<file path="config.mk">
export PLATFORM = sky130hd
export DESIGN_NAME = gost_cfb_byte_cipher
export DESIGN_NICKNAME = d
export VERILOG_FILES = /design/src/design/gcfb_pkg.sv /design/src/design/gcfb_regs.sv /design/src/design/gcfb_round.sv /design/src/design/gost_cfb_byte_cipher.sv
export SDC_FILE = /design/constraint.sdc
export NUM_CORES = 1
export LEC_CHECK = 0
export ABC_AREA = 0
export BUFFER_PORTS_ARGS = -buffer_cell sky130_fd_sc_hd__buf_2
export CORE_MARGIN = 5
export CORE_UTILIZATION = 55
export CTS_BUF_LIST = sky130_fd_sc_hd__clkbuf_4 sky130_fd_sc_hd__clkbuf_8
export DETAILED_ROUTE_END_ITERATION = 7
export PLACE_DENSITY = 0.73
export SYNTH_ARGS = -nofsm -noshare
export SYNTH_HDL_FRONTEND = slang
export SYNTH_SLANG_ARGS = --single-unit
</file>
<file path="constraint.sdc">
create_clock -name clk -period 19.2 [get_ports clk]
set_input_delay 0.96 -clock clk [delete_from_list [all_inputs] [get_ports clk]]
set_output_delay 0.96 -clock clk [all_outputs]
set_load 0.02 [all_outputs]
</file>
<file path="src/design/gcfb_pkg.sv">
// ----------------------------------------------------------------------------
// gcfb_pkg
// Shared constants, types and the round function of the byte-wise GOST CFB
// cipher.
// ----------------------------------------------------------------------------
package gcfb_pkg;

  localparam int unsigned NUM_KEYS    = 8;
  localparam int unsigned KEY_W       = 32;
  localparam int unsigned NUM_ROUNDS  = 32;
  localparam int unsigned FWD_ROUNDS  = 24;  // rounds with key order K0..K7
  localparam int unsigned ROT_AMT     = 11;
  localparam int unsigned ADDR_W      = 5;   // 8 registers at 4-byte steps
  localparam int unsigned KIDX_W      = $clog2(NUM_KEYS);
  localparam int unsigned RND_W       = $clog2(NUM_ROUNDS);

  typedef logic [NUM_KEYS-1:0][KEY_W-1:0] key_set_t;

  // CryptoPro-A substitution boxes, box i reads nibble i
  localparam logic [3:0] SBOX [NUM_KEYS][16] = '{
    '{4'd9,  4'd6,  4'd3,  4'd2,  4'd8,  4'd11, 4'd1,  4'd7,
      4'd10, 4'd4,  4'd14, 4'd15, 4'd12, 4'd0,  4'd13, 4'd5},
    '{4'd3,  4'd7,  4'd14, 4'd9,  4'd8,  4'd10, 4'd15, 4'd0,
      4'd5,  4'd2,  4'd6,  4'd12, 4'd11, 4'd4,  4'd13, 4'd1},
    '{4'd14, 4'd4,  4'd6,  4'd2,  4'd11, 4'd3,  4'd13, 4'd8,
      4'd12, 4'd15, 4'd5,  4'd10, 4'd0,  4'd7,  4'd1,  4'd9},
    '{4'd14, 4'd7,  4'd10, 4'd12, 4'd13, 4'd1,  4'd3,  4'd9,
      4'd0,  4'd2,  4'd11, 4'd4,  4'd15, 4'd8,  4'd5,  4'd6},
    '{4'd11, 4'd5,  4'd1,  4'd9,  4'd8,  4'd13, 4'd15, 4'd0,
      4'd14, 4'd4,  4'd2,  4'd3,  4'd12, 4'd7,  4'd10, 4'd6},
    '{4'd3,  4'd10, 4'd13, 4'd12, 4'd1,  4'd2,  4'd0,  4'd11,
      4'd7,  4'd5,  4'd9,  4'd4,  4'd8,  4'd15, 4'd14, 4'd6},
    '{4'd1,  4'd13, 4'd2,  4'd9,  4'd7,  4'd10, 4'd6,  4'd0,
      4'd8,  4'd12, 4'd4,  4'd5,  4'd15, 4'd3,  4'd11, 4'd14},
    '{4'd11, 4'd10, 4'd15, 4'd5,  4'd0,  4'd12, 4'd14, 4'd8,
      4'd6,  4'd2,  4'd3,  4'd9,  4'd1,  4'd7,  4'd13, 4'd4}
  };

  // substitution: output of box i lands at nibble 7-i
  function automatic logic [KEY_W-1:0] sbox_sub(input logic [KEY_W-1:0] s);
    logic [KEY_W-1:0] r;
    r = '0;
    for (int i = 0; i < NUM_KEYS; i++) begin
      r[4*(NUM_KEYS-1-i) +: 4] = SBOX[i][s[4*i +: 4]];
    end
    return r;
  endfunction

  // add key, substitute, rotate left
  function automatic logic [KEY_W-1:0] round_fn(input logic [KEY_W-1:0] half,
                                                input logic [KEY_W-1:0] kw);
    logic [KEY_W-1:0] s;
    logic [KEY_W-1:0] r;
    s = half + kw;
    r = sbox_sub(s);
    return {r[KEY_W-1-ROT_AMT:0], r[KEY_W-1:KEY_W-ROT_AMT]};
  endfunction

endpackage

</file>
<file path="src/design/gcfb_regs.sv">
// ----------------------------------------------------------------------------
// gcfb_regs
// APB-style key register file: eight 32-bit key words, reset to zero.
// ----------------------------------------------------------------------------
module gcfb_regs (
  input  logic                          clk,
  input  logic                          rst_n,
  input  logic                          psel,
  input  logic                          penable,
  input  logic                          pwrite,
  input  logic [gcfb_pkg::ADDR_W-1:0]   paddr,
  input  logic [gcfb_pkg::KEY_W-1:0]    pwdata,
  output logic [gcfb_pkg::KEY_W-1:0]    prdata,
  output logic                          pready,
  output gcfb_pkg::key_set_t            keys
);

  gcfb_pkg::key_set_t               key_r;
  logic [gcfb_pkg::KIDX_W-1:0]      sel;
  logic                             wr_en;

  assign pready = 1'b1;
  assign sel    = paddr[gcfb_pkg::ADDR_W-1:2];
  assign wr_en  = psel && penable && pwrite && pready;

  always_ff @(posedge clk) begin
    if (!rst_n) begin
      key_r <= '0;
    end else if (wr_en) begin
      key_r[sel] <= pwdata;
    end
  end

  assign prdata = key_r[sel];
  assign keys   = key_r;

endmodule

</file>
<file path="src/design/gcfb_round.sv">
// ----------------------------------------------------------------------------
// gcfb_round
// One Feistel round of the block cipher, shared by all 32 rounds. Picks the
// key word from the round number.
// ----------------------------------------------------------------------------
module gcfb_round (
  input  logic [gcfb_pkg::RND_W-1:0]  rnd,
  input  gcfb_pkg::key_set_t          keys,
  input  logic [gcfb_pkg::KEY_W-1:0]  lo,
  input  logic [gcfb_pkg::KEY_W-1:0]  hi,
  output logic [gcfb_pkg::KEY_W-1:0]  lo_nxt
);

  localparam logic [gcfb_pkg::RND_W-1:0] FWD_LAST =
    gcfb_pkg::RND_W'(gcfb_pkg::FWD_ROUNDS - 1);

  logic [gcfb_pkg::KIDX_W-1:0] kidx;

  // last eight rounds run the key schedule backwards
  assign kidx   = (rnd <= FWD_LAST) ? rnd[gcfb_pkg::KIDX_W-1:0]
                                    : ~rnd[gcfb_pkg::KIDX_W-1:0];
  assign lo_nxt = hi ^ gcfb_pkg::round_fn(lo, keys[kidx]);

endmodule

</file>
<file path="src/design/gost_cfb_byte_cipher.sv">
// ----------------------------------------------------------------------------
// gost_cfb_byte_cipher
// Byte-wise 64-bit CFB on a GOST 28147-89 block cipher, one round per cycle.
// ----------------------------------------------------------------------------
// channel  direction  handshake           payload
// in       request    in_valid/in_stall   in_cmd, in_data_byte, in_start_req,
//                                         in_sync
// out      result     out_valid/out_stall out_out_byte
// cfg      APB        psel/penable/pready paddr, pwdata, prdata
//
// A byte inside a block is XORed with the stored keystream and its result is
// registered in the out register as it is accepted; the next request is taken
// once that result has left. A start byte or a byte at position 0 first runs
// the 32 rounds through the shared round unit, then posts its result.
// Requests are stalled while rounds run or a result waits in the out register.
// Reset (synchronous, active low) clears keys, blocks and byte position.
// ----------------------------------------------------------------------------
module gost_cfb_byte_cipher (
  input  logic                          clk,
  input  logic                          rst_n,
  // request channel
  input  logic                          in_valid,
  output logic                          in_stall,
  input  logic                          in_cmd,
  input  logic [7:0]                    in_data_byte,
  input  logic                          in_start_req,
  input  logic [31:0]                   in_sync,
  // result channel
  output logic                          out_valid,
  input  logic                          out_stall,
  output logic [7:0]                    out_out_byte,
  // configuration
  input  logic                          psel,
  input  logic                          penable,
  input  logic                          pwrite,
  input  logic [gcfb_pkg::ADDR_W-1:0]   paddr,
  input  logic [31:0]                   pwdata,
  output logic [31:0]                   prdata,
  output logic                          pready
);

  localparam logic ST_IDLE  = 1'b0;
  localparam logic ST_ROUND = 1'b1;
  localparam logic [gcfb_pkg::RND_W-1:0] RND_LAST =
    gcfb_pkg::RND_W'(gcfb_pkg::NUM_ROUNDS - 1);

  gcfb_pkg::key_set_t keys;

  logic        state_r, state_nxt;
  logic [gcfb_pkg::RND_W-1:0] rnd_r, rnd_nxt;
  logic [31:0] lo_r, lo_nxt, hi_r, hi_nxt, round_out;
  logic [63:0] ks_r, ks_nxt, fb_r, fb_nxt;
  logic [2:0]  pos_r, pos_nxt;
  logic        cmd_r;
  logic [7:0]  data_r;
  logic        out_valid_r, out_valid_nxt;
  logic [7:0]  out_byte_r, out_byte_nxt;

  logic        in_acc, out_acc, last_rnd;
  logic        emit;
  logic        emit_cmd;
  logic [7:0]  emit_data, emit_ks, emit_res;
  logic [2:0]  emit_pos;
  logic [63:0] emit_ks_blk;

  gcfb_regs u_regs (
    .clk     (clk),
    .rst_n   (rst_n),
    .psel    (psel),
    .penable (penable),
    .pwrite  (pwrite),
    .paddr   (paddr),
    .pwdata  (pwdata),
    .prdata  (prdata),
    .pready  (pready),
    .keys    (keys)
  );

  gcfb_round u_round (
    .rnd    (rnd_r),
    .keys   (keys),
    .lo     (lo_r),
    .hi     (hi_r),
    .lo_nxt (round_out)
  );

  assign in_stall = (state_r != ST_IDLE) || out_valid_r;
  assign in_acc   = in_valid && !in_stall;
  assign out_acc  = out_valid_r && !out_stall;
  assign last_rnd = (state_r == ST_ROUND) && (rnd_r == RND_LAST);

  // result byte: straight from a mid-block request, or after the last round
  always_comb begin
    emit        = 1'b0;
    emit_cmd    = in_cmd;
    emit_data   = in_data_byte;
    emit_pos    = pos_r;
    emit_ks_blk = ks_r;
    if (last_rnd) begin
      emit        = 1'b1;
      emit_cmd    = cmd_r;
      emit_data   = data_r;
      emit_pos    = '0;
      emit_ks_blk = {round_out, lo_r};
    end else if (in_acc && !in_start_req && (pos_r != '0)) begin
      emit = 1'b1;
    end
    emit_ks  = emit_ks_blk[{emit_pos, 3'b000} +: 8];
    emit_res = emit_data ^ emit_ks;
  end

  always_comb begin
    state_nxt     = state_r;
    rnd_nxt       = rnd_r;
    lo_nxt        = lo_r;
    hi_nxt        = hi_r;
    ks_nxt        = ks_r;
    fb_nxt        = fb_r;
    pos_nxt       = pos_r;
    out_valid_nxt = out_valid_r && !out_acc;
    out_byte_nxt  = out_byte_r;

    unique case (state_r)
      ST_IDLE: begin
        if (in_acc) begin
          rnd_nxt = '0;
          if (in_start_req) begin
            lo_nxt    = in_sync;
            hi_nxt    = ~in_sync;
            pos_nxt   = '0;
            state_nxt = ST_ROUND;
          end else if (pos_r == '0) begin
            lo_nxt    = fb_r[31:0];
            hi_nxt    = fb_r[63:32];
            state_nxt = ST_ROUND;
          end
        end
      end
      ST_ROUND: begin
        lo_nxt  = round_out;
        hi_nxt  = lo_r;
        rnd_nxt = rnd_r + 1'b1;
        if (last_rnd) begin
          ks_nxt    = emit_ks_blk;
          state_nxt = ST_IDLE;
        end
      end
      default: state_nxt = ST_IDLE;
    endcase

    if (emit) begin
      // decrypt feeds back the incoming ciphertext
      fb_nxt[{emit_pos, 3'b000} +: 8] = emit_cmd ? emit_data : emit_res;
      pos_nxt       = emit_pos + 1'b1;
      out_valid_nxt = 1'b1;
      out_byte_nxt  = emit_res;
    end
  end

  always_ff @(posedge clk) begin
    if (!rst_n) begin
      state_r     <= ST_IDLE;
      rnd_r       <= '0;
      ks_r        <= '0;
      fb_r        <= '0;
      pos_r       <= '0;
      out_valid_r <= 1'b0;
    end else begin
      state_r     <= state_nxt;
      rnd_r       <= rnd_nxt;
      ks_r        <= ks_nxt;
      fb_r        <= fb_nxt;
      pos_r       <= pos_nxt;
      out_valid_r <= out_valid_nxt;
    end
  end

  always_ff @(posedge clk) begin
    lo_r       <= lo_nxt;
    hi_r       <= hi_nxt;
    out_byte_r <= out_byte_nxt;
    if (in_acc) begin
      cmd_r  <= in_cmd;
      data_r <= in_data_byte;
    end
  end

  assign out_valid    = out_valid_r;
  assign out_out_byte = out_byte_r;

  // mid-block request posts its result in the next cycle
  a_mid_fast: assert property (@(posedge clk) disable iff (!rst_n)
    (in_acc && !in_start_req && (pos_r != '0)) |=> (out_valid && (state_r == ST_IDLE)))
    else $error("mid-block request did not give a result next cycle");

  // no result held while rounds run
  a_round_empty: assert property (@(posedge clk) disable iff (!rst_n)
    (state_r == ST_ROUND) |-> !out_valid_r)
    else $error("result pending during rounds");

  // last round ends the block and posts byte 0's result
  a_round_done: assert property (@(posedge clk) disable iff (!rst_n)
    last_rnd |=> ((state_r == ST_IDLE) && out_valid_r && (pos_r == 3'd1)))
    else $error("block encryption did not finish properly");

endmodule
</file>
==> results.md <==
* Synth top area cells: dfxtp_1 30%, nand2_1 13%, edfxtp_1 9.3%
* Buffers & Inverters on Critical Path at 2
* Area of the core at 47,450 um2
* Worst clock skew at 0.02483 ns
* Final net count at 3,362
* Root buf cell: clkbuf_8
* Worst-path cell chain: ha_1, and4b_1, o21ai_4, buf_4, mux4_2, nand2_1, nand2_1, ha_1, fa_1, a211o_1, and3_1, o21ai_2, a211oi_1, o311a_1, a2111oi_4, ha_1, inv_1, a21oi_1, a211oi_1, a2111o_1, a31oi_1
* Initial Util at 0.5530
* Chip height at 228.4 um
* Final hold viol count at 0
* Achievable clock frequency at 138.3 MHz
* Dominant cell type by area after synthesis: dfxtp_1
* Cells after Synth at 3,231
* Post-DRT Antenna Nets at 0
* Crit Path Max Fanout at 34
* Outcome: complete, no violations
* CTS tree: built
* TNS Setup at 0 ns
* Worst endpoint required time at 19.71 ns
* Via density at 6.322
* RR Endpoint: lo_r[13]
* Layout cell share with drive strength beyond 1 at 0.1407
* Area of the die at 52,170 um2
* CP delay by family, top: compound AO/OA/AOI/OAI gates
* Worst Path Arrival at 7.74 ns
* DP Wirelength at 55,460 um
* Antenna violations before repair at 9
* Crit-path max cell delay at 0.64 ns
* Most common cell in the netlist: nand2_1
* EDFF count, synth at 81
* Post-CTS setup repair buffer count at 0
* Xor/xnor share of the synthesized area at 0.02303
* Vias after detailed routing at 24.62k
* Hold_sp: fb_r[38]
* Min-Delay Path Class: reg -> reg
* GRT Residual Overflow at 0
* Post-CTS sizing at 0
* DR pass1 iterations at 6
* Syn Std Cell Area at 26,240 um2
* Mux contribution to synthesized area at 0.08307
* First-pass GRT wire length at 130,900 um
* Hold endpoint: fb_r[38]
* Finish-stage setup viols at 0
* Unrepaired setup endpoints after global routing: false
* Synth cell types at 106
* Reg2reg start: rnd_r[0]
* Worst slew pin tran at 1.187 ns
* Detailed-route DRC error count at 0
* Slowest cell on crit path: a2111oi_4
* Pin count of the biggest net entering global routing at 115
* Post-synthesis simple-gate area fraction at 0.2077
* Reg2Reg Setup Slack at 11.97 ns
* R2r worst-path depth at 21
* Crit Path Class: reg -> reg
* Top FF cell, synth: dfxtp_1
* Worst-Skew Late Latency at 0.68 ns
* Register area share after synthesis at 0.3933
* 1st-iter DRT viols at 2,803
* Minimum clock period at 7.230 ns
* Post-synthesis compound-gate area fraction at 0.2079
* Most frequent CP cell: ha_1
* Max VDD drop at 0.00007042 V
* CTS max path bufs at 3
* Ys async rst share at 0
* Slew Limit Fails at 0
* Syn_area_per_cell at 8.121 um2
* Leak at 0.01024 uW
* Post-Route WL at 85,980 um
* Synth top cells by count: 875 x nand2_1, 417 x a21oi_1, 394 x dfxtp_1, 207 x clkbuf_1, 139 x o21ai_0
* Drt wl/cell at 22.07 um
* Max_slew headroom at 0.2090
* Total Routing Usage GR at 0.3131
* H-tree depth at 3
* Main combinational cell family by area after synthesis: compound AO/OA/AOI/OAI gates
* Number of synthesized register bits at 475
* Hold Crit Depth at 2
* Vias in the first global route at 23.64k
* PD cells at 84.81 nW/um2
* Critical path launch point type: register
* CTS clk-pin slew, worst paths at 0.07 ns
* Core Util, Final at 0.6054
* Total CTS buffers at 81
* CP endpoint kind: register
* Synthesis-to-layout area growth at 9.475%
* GP Congestion at 0.9379
* Tcrit/Tclk final at 0.3765
* Cts hold-fix bufs at 0
* Top Ports at 129
* Post-Synth Adder-Cell Area at 0.03271
* YS warnings at 0
* Clock net sink count at 475
* Die width at 228.4 um
* Max-cap violations at 0
* Number of core rows at 80
* Port bufs at 125
* Syn nets at 3,385
* Area share of the largest cell type after synthesis at 0.3006
[worst max path at each step]
stage              from  cells after the start  slack, ns  endpoint
2_1_floorplan  rnd_r[0]                     20      13.09  lo_r[13]
3_3_place_gp   rnd_r[0]                     21      12.23  lo_r[13]
3_5_place_dp   rnd_r[0]                     21      12.10  lo_r[13]
4_1_cts        rnd_r[0]                     21      12.02  lo_r[13]
5_1_grt        rnd_r[0]                     21      11.51  lo_r[13]
6_report       rnd_r[0]                     21      11.97  lo_r[13]
[cell families (layout without fill, tap and decap cells)]
kind of cell / Yosys count / count (layout)
adders and majority gates: 68 / 68
and+or+nand+nor: 1284 / 1284
AOI/OAI and AO/OA: 880 / 880
other: 1 / 11
xor gates and xnor gates: 65 / 65
buffers and inverters: 340 / 379
muxes: 118 / 118
DFF: 475 / 475
[report_power, final]
group	internal [uW]	switching, uW
Clock	588	432
Combinational	116	218
Sequential	1050	33.0
[registers in the layout, summed over array words and instances, names as in the netlist]
name / count
u_regs.keys: 256
out_out_byte: 8
data_r: 8
lo_r: 32
state_r: 1
hi_r: 32
cmd_r: 1
fb_r: 64
rnd_r: 5
pos_r: 3
ks_r: 64
out_valid: 1
[metal layers]
| layer | part of all wire | routed length, um | up-vias | track usage |
|---|---|---|---|---|
| li1 | - | - | 11320 | - |
| met1 | 0.38 | 32700 | 11600 | 0.3961 |
| met2 | 0.46 | 39930 | 1367 | 0.5086 |
| met3 | 0.097 | 8352 | 334 | 0.06211 |
| met4 | 0.058 | 4996 | 0 | 0.1679 |
| met5 | 0 | 0 | - | 0 |
[through the flow]
step,hold WS (ns),power [uW],instances,instance area [um2],setup WS [ns]
6_report,0.4517,2436,3895,28720,11.97
5_1_grt,0.4720,2521,3890,28710,11.51
4_1_cts,0.4484,2434,3885,28700,12.02
3_5_place_dp,0.4402,1427,3740,26900,12.10
3_3_place_gp,0.4358,1415,3740,26900,12.23
2_1_floorplan,0.4287,1334,3231,26240,13.09
[placed cells by master, fill, tap and decap left out, types with 6 or more instances in the layout]
cell,Yosys,routed
or3_1,13,13
nand2b_1,17,17
nor2_1,137,135
a21oi_2,7,7
diode_2,0,10
a311oi_1,7,7
clkinv_2,1,9
nand2_2,1,11
and3_1,23,23
nand3_1,71,71
ha_1,67,67
o31ai_1,11,11
mux4_2,79,79
o211ai_1,10,10
a21o_1,21,21
inv_1,72,71
mux2i_1,33,33
o21a_1,15,15
clkbuf_4,0,28
a31oi_1,8,8
a22oi_1,132,132
clkbuf_8,0,99
o21ai_0,139,139
a211oi_1,19,19
buf_2,14,125
buf_4,2,34
nor2b_1,6,6
nor3_1,34,33
a21oi_1,417,416
nand4_1,44,44
edfxtp_1,81,81
xnor2_1,35,35
xor2_1,27,27
o21ai_1,8,7
nand2_1,875,865
dfxtp_1,394,393
and2_1,21,23
[worst register-to-register path: stages, from the launching register on]
cell	delay [ns]
dfxtp_1	0.57
ha_1	0.39
and4b_1	0.28
o21ai_4	0.16
buf_4	0.59
mux4_2	0.59
nand2_1	0.09
nand2_1	0.17
ha_1	0.28
fa_1	0.45
a211o_1	0.34
and3_1	0.22
o21ai_2	0.39
a211oi_1	0.26
o311a_1	0.42
a2111oi_4	0.64
ha_1	0.26
inv_1	0.05
a21oi_1	0.16
a211oi_1	0.08
a2111o_1	0.47
a31oi_1	0.19
[final cells by class]
| class | count | area [um2] |
|---|---|---|
| multi-input cells | 2416 | 14630 |
| well taps | 615 | 769.5 |
| clock inverters | 18 | 226.5 |
| inverters | 75 | 295.3 |
| flip-flops and latches | 475 | 10320 |
| fillers | 4194 | 18720 |
| diodes | 10 | 25.02 |
| repair buffers | 159 | 880.8 |
| clock buffers | 127 | 1573 |
(Power assumes the default switching activity.)
